--- src/design/wfg_pkg.sv ---
// Package for the wait-for graph deadlock detector.
// Holds sizes, action and register codes shared by the modulo unit and the top level.
// No dependencies.
`default_nettype none
package wfg_pkg;

  localparam int MAX_THREADS = 16;
  localparam int MAX_EDGES   = 8;
  localparam int LOCK_LIMIT  = 1000;

  localparam int SLOT_W  = $clog2(MAX_THREADS);
  localparam int EIDX_W  = $clog2(MAX_EDGES);
  localparam int FILL_W  = $clog2(MAX_EDGES + 1);
  localparam int SP_W    = $clog2(MAX_THREADS + 1);
  localparam int TC_W    = 5;
  localparam int TXN_W   = 32;
  localparam int LOCK_W  = 16;
  localparam int EADDR_W = SLOT_W + EIDX_W;

  // modulo unit digit size: bits folded in per cycle
  localparam int MOD_DIGIT = 8;
  localparam int MOD_STEPS = TXN_W / MOD_DIGIT;

  localparam logic [1:0] ACT_ADD    = 2'd0;
  localparam logic [1:0] ACT_CLEAR  = 2'd1;
  localparam logic [1:0] ACT_DETECT = 2'd2;
  localparam logic [1:0] ACT_NONE   = 2'd3;

  localparam logic CFG_THREAD_COUNT = 1'b0;
  localparam logic CFG_DETECT_EN    = 1'b1;

endpackage
`default_nettype wire

--- src/design/wfg_mod.sv ---
// Iterative remainder unit: value modulo a small divisor, eight bits per cycle.
// Depends on wfg_pkg.
`default_nettype none
module wfg_mod
  import wfg_pkg::*;
(
  input  wire logic              clk,
  input  wire logic              rst_n,
  input  wire logic              start,
  input  wire logic [TXN_W-1:0]  value,
  input  wire logic [TC_W-1:0]   divisor,
  output logic                   done,
  output logic [SLOT_W-1:0]      rem
);

  logic                 busy_r;
  logic                 done_r;
  logic [1:0]           cnt_r;
  logic [TXN_W-1:0]     val_r;
  logic [TC_W-1:0]      div_r;
  logic [TC_W-1:0]      rem_r;
  logic [TC_W-1:0]      rem_nxt;

  // restoring remainder over one digit; rem stays below the divisor
  always_comb begin
    rem_nxt = rem_r;
    for (int i = 0; i < MOD_DIGIT; i++) begin
      rem_nxt = {rem_nxt[TC_W-2:0], val_r[TXN_W-1-i]};
      if (rem_nxt >= div_r) begin
        rem_nxt = rem_nxt - div_r;
      end
    end
  end

  always_ff @(posedge clk) begin
    if (!rst_n) begin
      busy_r <= 1'b0;
      done_r <= 1'b0;
      cnt_r  <= '0;
      rem_r  <= '0;
    end else begin
      done_r <= 1'b0;
      if (start) begin
        busy_r <= 1'b1;
        cnt_r  <= '0;
        rem_r  <= '0;
        val_r  <= value;
        div_r  <= divisor;
      end else if (busy_r) begin
        rem_r <= rem_nxt;
        val_r <= val_r << MOD_DIGIT;
        cnt_r <= cnt_r + 2'd1;
        if (cnt_r == 2'(MOD_STEPS - 1)) begin
          busy_r <= 1'b0;
          done_r <= 1'b1;
        end
      end
    end
  end

  assign done = done_r;
  assign rem  = rem_r[SLOT_W-1:0];

endmodule
`default_nettype wire

--- config.mk ---
export PLATFORM = sky130hd
export DESIGN_NAME = wfg_mod
export DESIGN_NICKNAME = d
export VERILOG_FILES = /design/src/design/wfg_pkg.sv /design/src/design/wfg_mod.sv
export SDC_FILE = /design/constraint.sdc
export NUM_CORES = 1
export LEC_CHECK = 0
export BUFFER_PORTS_ARGS = -buffer_cell sky130_fd_sc_hd__buf_2
export CORE_UTILIZATION = 45
export CTS_CLUSTER_SIZE = 24
export DETAILED_ROUTE_END_ITERATION = 12
export PLACE_DENSITY = 0.67
export REMOVE_ABC_BUFFERS = 1
export SLEW_MARGIN = 20
export SYNTH_ARGS = -nofsm -noshare
export SYNTH_HDL_FRONTEND = slang
export SYNTH_SLANG_ARGS = --single-unit
export TNS_END_PERCENT = 10
--- constraint.sdc ---
create_clock -name clk -period 10.8 [get_ports clk]
set_input_delay 0.54 -clock clk [delete_from_list [all_inputs] [get_ports clk]]
set_output_delay 0.54 -clock clk [all_outputs]
set_load 0.005 [all_outputs]
==> results.cfg, run 1 <==
[outcome]
status = finished, final reports clean

[setup_path]
worst_ep_required_time_ps = 11010
setup.worst_path.class = reg -> reg
reg2regPathDepth = 48
crit_buf_inv = 5
crit_fanout = 8
max_stage_delay_ps = 390
end_kind = flop
cp_top_family = compound AO/OA/AOI/OAI gates
crit_top_cell = ha_1
worstPathArrival_ps = 10600
start_kind = flop
cp.depth = 48
slowest_stage = or3b_1

[yosys]
yosysMostFrequentCell = ha_1
syn-mean-instance-area_um2 = 10.54
synth_area_leaders = edfxtp_1 (31%), ha_1 (14%), mux2_2 (8.5%)
yosysTopAreaCell = edfxtp_1
netlist_area_um2 = 3572
ys_seq_elements = 45
synth_mux_area_share_pct = 9.632
ys.flop_type = edfxtp_1
synth_edf_count = 37
synth_xor_area_share_pct = 3.187
syn_inst = 339
ys_types = 51
seq_area_frac_synth_pct = 35.59
synth_simple_gate_area_share_pct = 10.40
synth_compound_area_share_pct = 18.77
synth_commonest_cells = ha_1 (41), edfxtp_1 (37), inv_1 (29)
netlist.area_leader.share_pct = 31.10
ys_warn_count = 0
synth_top_family_by_area = adder cells
ys_async_sr_fraction_pct = 0
synth_adder_area_share_pct = 18.84

[clock_network]
clockBufferDepth = 2
clkTransAtPathRegs_ps = 80
holdBufCountCts = 0
cts_num_sinks = 45
htreeDepth = 2
cts_made_buffers = 5
clkLatencyLatePin_ps = 300
tritoncts = built
ctsRootBufferMaster = clkbuf_8

[sta]
finalHoldViolCount = 0
fmax_mhz = 96.23
slew_headroom_pct = 55.47
setup_violations = 0
period_minus_slack_ps = 10390
timing.final.crit_share_pct = 96.22
worst_pin_slew_ps = 668.0
skew_ps = 6.480
slew_violations = 0

[global_route]
antenna_found_initial = 0
grt_start_max_net_pins = 36
grt_pass1_vias = 2826
overflow = 0
grtUsageTotal_pct = 18.89
grt_pass1_wl_mm = 12.61

[die]
ios = 45
die_y_um = 91.10
die_width_um = 91.10
initial_core_util_pct = 46.47
core-area_um2 = 7687
fp.dieArea_um2 = 8298
fp-row-count = 32

[run]
drv_cap = 0

[route]
route.antenna.remaining_nets = 0
drc = 0
vias_per_cell = 5.444
wirelength_mm = 7.996
vias = 2891
drt_iter0_markers = 143
drt_pass1_iterations = 4
avgRoutedWirePerCell_um = 15.06

[final_layout]
layout-drive-gt1-share_pct = 34.50
fin_area_um2 = 4488
nNetsFinal = 517
area_delta_synth_final_pct = 25.64
finalNonFillerCells = 531
antennaDiodeCount = 0

[placed_design]
port-buffer-count = 44
place_area_um2 = 4096
dp_cells = 506
hpwl_mm = 5.850
gp_congestion = 0.8564

[hold_path]
hp-class = in -> reg
hold_depth = 1
final timing paths:
kind	start	end	slack [ps]
setup reg to reg	div_r[1]$_DFFE_PP_	rem_r[3]$_SDFFE_PP0P_	410
hold / removal	divisor[1]	div_r[1]$_DFFE_PP_	410
setup / recovery	div_r[1]$_DFFE_PP_	rem_r[3]$_SDFFE_PP0P_	410
hold reg to reg	rem_r[1]$_SDFFE_PP0P_	rem_r[1]$_SDFFE_PP0P_	540
what timing repair did:
item | in CTS | in global routing
setup buffers | 0 | 17
endpoints found under the setup margin | 4 | 4
pin swaps | 1 | 15
resized for setup | 5 | 28
logic make-up after synthesis:
family | after synthesis
AOI/OAI and AO/OA | 94
buffers and inverters | 34
muxes | 31
xor gates and xnor gates | 13
and+or+nand+nor | 73
adders and majority gates | 49
DFF | 45
area by class of cell:
| class | instances | area (um^2) |
|---|---|---|
| fill | 683 | 3199 |
| multi-input combinational | 260 | 2318 |
| sequential | 45 | 1271 |
| timing repair buffer | 87 | 546.8 |
| tap | 102 | 127.6 |
| inverter | 29 | 108.9 |
| clock buffer | 5 | 68.82 |
| clock inverter | 3 | 46.29 |
state kept, by name, summed over array words and instances, names as in the netlist:
signal and count:
val_r 32, done 1, cnt_r 2, div_r 5, busy_r 1, rem_r 4
per-layer routing:
| metal | vias to the layer above | track usage [%] | part of all wire (%) |
|---|---|---|---|
| li1 | 1448 | - | - |
| met1 | 1365 | 22.30 | 43 |
| met2 | 69 | 34.53 | 51 |
| met3 | 9 | 3.769 | 4.7 |
| met4 | 0 | 5.423 | 0.99 |
| met5 | - | 0 | 0 |
cell usage in the layout (no fill, tap or decap), types with 2 or more instances in the layout:
cell	instances
a21o_1	12
a21oi_2	3
nand2_1	20
edfxtp_1	37
buf_2	44
dfxtp_1	8
a211oi_2	2
buf_4	42
o31a_1	3
o211ai_1	5
o31ai_1	2
o22ai_1	3
o22a_1	2
o21a_1	8
mux2_2	26
nand4_1	4
o221ai_1	2
mux2i_1	3
o2111ai_1	2
nor2b_1	5
clkbuf_8	5
nor2_1	18
ha_1	39
a21oi_1	18
and2_1	9
inv_1	29
xor2_1	7
o21ai_2	3
fa_1	8
o21ai_0	4
nor3_1	3
a31oi_4	3
nand2b_1	6
xnor2_1	6
a311oi_1	2
worst register-to-register path, delay by kind of cell (launching register included):
family	cells	cell delay, ps
mux	2	560
compound gates	26	5250
flops	1	380
simple gates	7	1080
buf+inv	5	610
fa+ha+maj	8	2420
metrics by stage:
stage	TNS [ps]	worst slack, ps	hold slack, ps	util (%)
CTS	0	40.69	411.7	55.00
floorplan	-434.2	-198.4	464.7	-
finish	0	407.8	413.9	58.38
global route	-188.2	-120.7	409.0	58.38
detailed placement	-873.0	-312.5	524.0	53.29
global placement	-77.10	-73.67	481.3	53.29
Power of run 1 is left out: the tool's default activity adds up to more than one toggle a clock period on the data nets, which glitch-free logic cannot reach.
==> run 2: changes to the inputs <==
--- a/config.mk
+++ b/config.mk
@@ -9,7 +9,7 @@
 export CORE_UTILIZATION = 45
 export CTS_CLUSTER_SIZE = 24
 export DETAILED_ROUTE_END_ITERATION = 12
-export PLACE_DENSITY = 0.67
+export PLACE_DENSITY = 0.64
 export REMOVE_ABC_BUFFERS = 1
 export SLEW_MARGIN = 20
 export SYNTH_ARGS = -nofsm -noshare
==> run 2 against run 1 <==
Sequential share of layout area fell by 0.44 points. Worst hold slack worse by 1.3 ps. Via count increased by 2.3%. Setup slack gained 6.9 ps. First-iteration DRC count fell by 34%. Register-to-register slack barely moved. Highest routed layer unchanged.
==> results.cfg, run 2 (synthesis results as in run 1) <==
[final_layout]
largest_register = val_r
mostFrequentLayoutCells = buf_2 (44), buf_4 (40), ha_1 (38)
layout-drive-gt1-share_pct = 35.83
largest_reg_flops = 32
multiInputGateArea_um2 = 2399
fill_cells = 676
antennaDiodeCount = 0
seqCellArea_um2 = 1271
layout_commonest_cell = buf_2
fin_util_pct = 59.29
reg_top3 = val_r: 32 flops, div_r: 5 flops, rem_r: 4 flops
nNetsFinal = 515
area_delta_synth_final_pct = 27.60

[hold_path]
hold_end = div_r[4]$_DFFE_PP_
min_from = divisor[4]
hold_depth = 1
hp-class = in -> reg

[sta]
skew_ps = 6.494
slew_violations = 0
setup_violations = 0
finalHoldViolCount = 0
fmax_mhz = 96.29
worst_pin_slew_ps = 655.7
timing.final.crit_share_pct = 96.16
setup_tns_ps = 0
slew_headroom_pct = 56.29
period_minus_slack_ps = 10390

[route]
wl_met3_um = 426
drc = 0
wirelength_met1_mm = 3.405
drt_pass1_iterations = 5
vias_per_cell = 5.590
wirelength_mm = 8.214
dr.max_layer_used = met4
route.antenna.remaining_nets = 0
drt_iter0_markers = 95
met2WireLength_mm = 4.130
avgRoutedWirePerCell_um = 15.53
vias = 2957

[setup_path]
ff2ff_setup_slack_ps = 410
worst_ep_required_time_ps = 11000
reg2reg_from = div_r[1]$_DFFE_PP_
worstPathArrival_ps = 10590
crit_top_cell = ha_1
start_kind = flop
slowest_stage = edfxtp_1
crit_fanout = 7
end_kind = flop
setup.worst_path.class = reg -> reg
r2r-end = rem_r[3]$_SDFFE_PP0P_
reg2regPathDepth = 47
max_stage_delay_ps = 400

[die]
initial_core_util_pct = 46.47
fp.dieArea_um2 = 8298
die_width_um = 91.10
fp-row-count = 32
ios = 45
die_y_um = 91.10
core-area_um2 = 7687

[placed_design]
gp_congestion = 0.9401
port-buffer-count = 44
hpwl_mm = 5.998

[global_route]
overflow = 0
grt_pass1_vias = 2987
grtUsageTotal_pct = 19.78
grt_pass1_wl_mm = 13.18
grt_start_max_net_pins = 36
antenna_found_initial = 0

[clock_network]
clkLatencyLatePin_ps = 300
htreeDepth = 2
clockBufferDepth = 2
ctsRootBufferMaster = clkbuf_8
cts_made_buffers = 5
cts_num_sinks = 45
holdBufCountCts = 0
clkTransAtPathRegs_ps = 80
tritoncts = built

[run]
drv_cap = 0

[outcome]
status = finished, final reports clean
[run 2: changes by cell type in the layout (fill, tap and decap cells not counted), moves of 2 or more]
| cell | before | now |
|---|---|---|
| buf_4 | 42 | 40 |
| o21a_1 | 8 | 10 |
| nor2_2 | 0 | 2 |
| ha_4 | 1 | 3 |
| a21oi_2 | 3 | 5 |
| a21oi_1 | 18 | 15 |
| nor2_1 | 18 | 16 |
[run 2: worst max path at each step]
stage | from | endpoint | slack (ps) | cells after the start
after floorplan | div_r[1]$_DFFE_PP_ | rem_r[3]$_SDFFE_PP0P_ | -200 | 47
after global placement | div_r[1]$_DFFE_PP_ | rem_r[3]$_SDFFE_PP0P_ | 40 | 49
after detailed placement | div_r[1]$_DFFE_PP_ | rem_r[3]$_SDFFE_PP0P_ | -310 | 48
after CTS | div_r[1]$_DFFE_PP_ | rem_r[3]$_SDFFE_PP0P_ | 10 | 49
after global routing | div_r[1]$_DFFE_PP_ | rem_r[3]$_SDFFE_PP0P_ | -160 | 48
final | div_r[1]$_DFFE_PP_ | rem_r[3]$_SDFFE_PP0P_ | 410 | 47
[run 2: critical path, delay by kind of cell (launching register included)]
family | cells | cell delay, ps
AO/OA/AOI/OAI | 29 | 5730
adder cells (fa/ha/maj) | 8 | 2330
AND/OR/NAND/NOR | 5 | 920
buffers and inverters | 4 | 580
flip-flops | 1 | 400
multiplexers | 1 | 330
[run 2: per-layer routing]
metal / track usage, % / up-vias
met2: 35.54 / 92
met5: 0 / -
met1: 22.74 / 1391
met3: 4.104 / 26
li1: - / 1448
met4: 8.201 / 0
[run 2: what timing repair did]
| item | CTS | global route |
|---|---|---|
| endpoints found under the setup margin | 4 | 4 |
| pin swaps | 2 | 24 |
| resized for setup | 6 | 40 |
| buffers inserted | 2 | 18 |
[run 2: layout make-up]
class                   count  share of cell area (%)
well taps                 102                   2.800
clock buffers               6                   1.812
flip-flops and latches     45                   27.89
multi-input cells         260                   52.62
inverters                  29                   2.388
clock inverters             2                  0.8235
repair buffers             85                   11.67
[run 2: metrics by stage]
step | instances | hold WS, ps | setup WS, ps | instance area [um^2]
after detailed placement | 502 | 506.8 | -311.7 | 4066
after global routing | 529 | 397.1 | -162.8 | 4558
final | 529 | 412.6 | 414.7 | 4558
after CTS | 512 | 401.2 | 11.75 | 4214
after global placement | 502 | 481.6 | 44.84 | 4066
after floorplan | 334 | 464.7 | -198.4 | 3553
Power of run 2 is left out for the same reason.
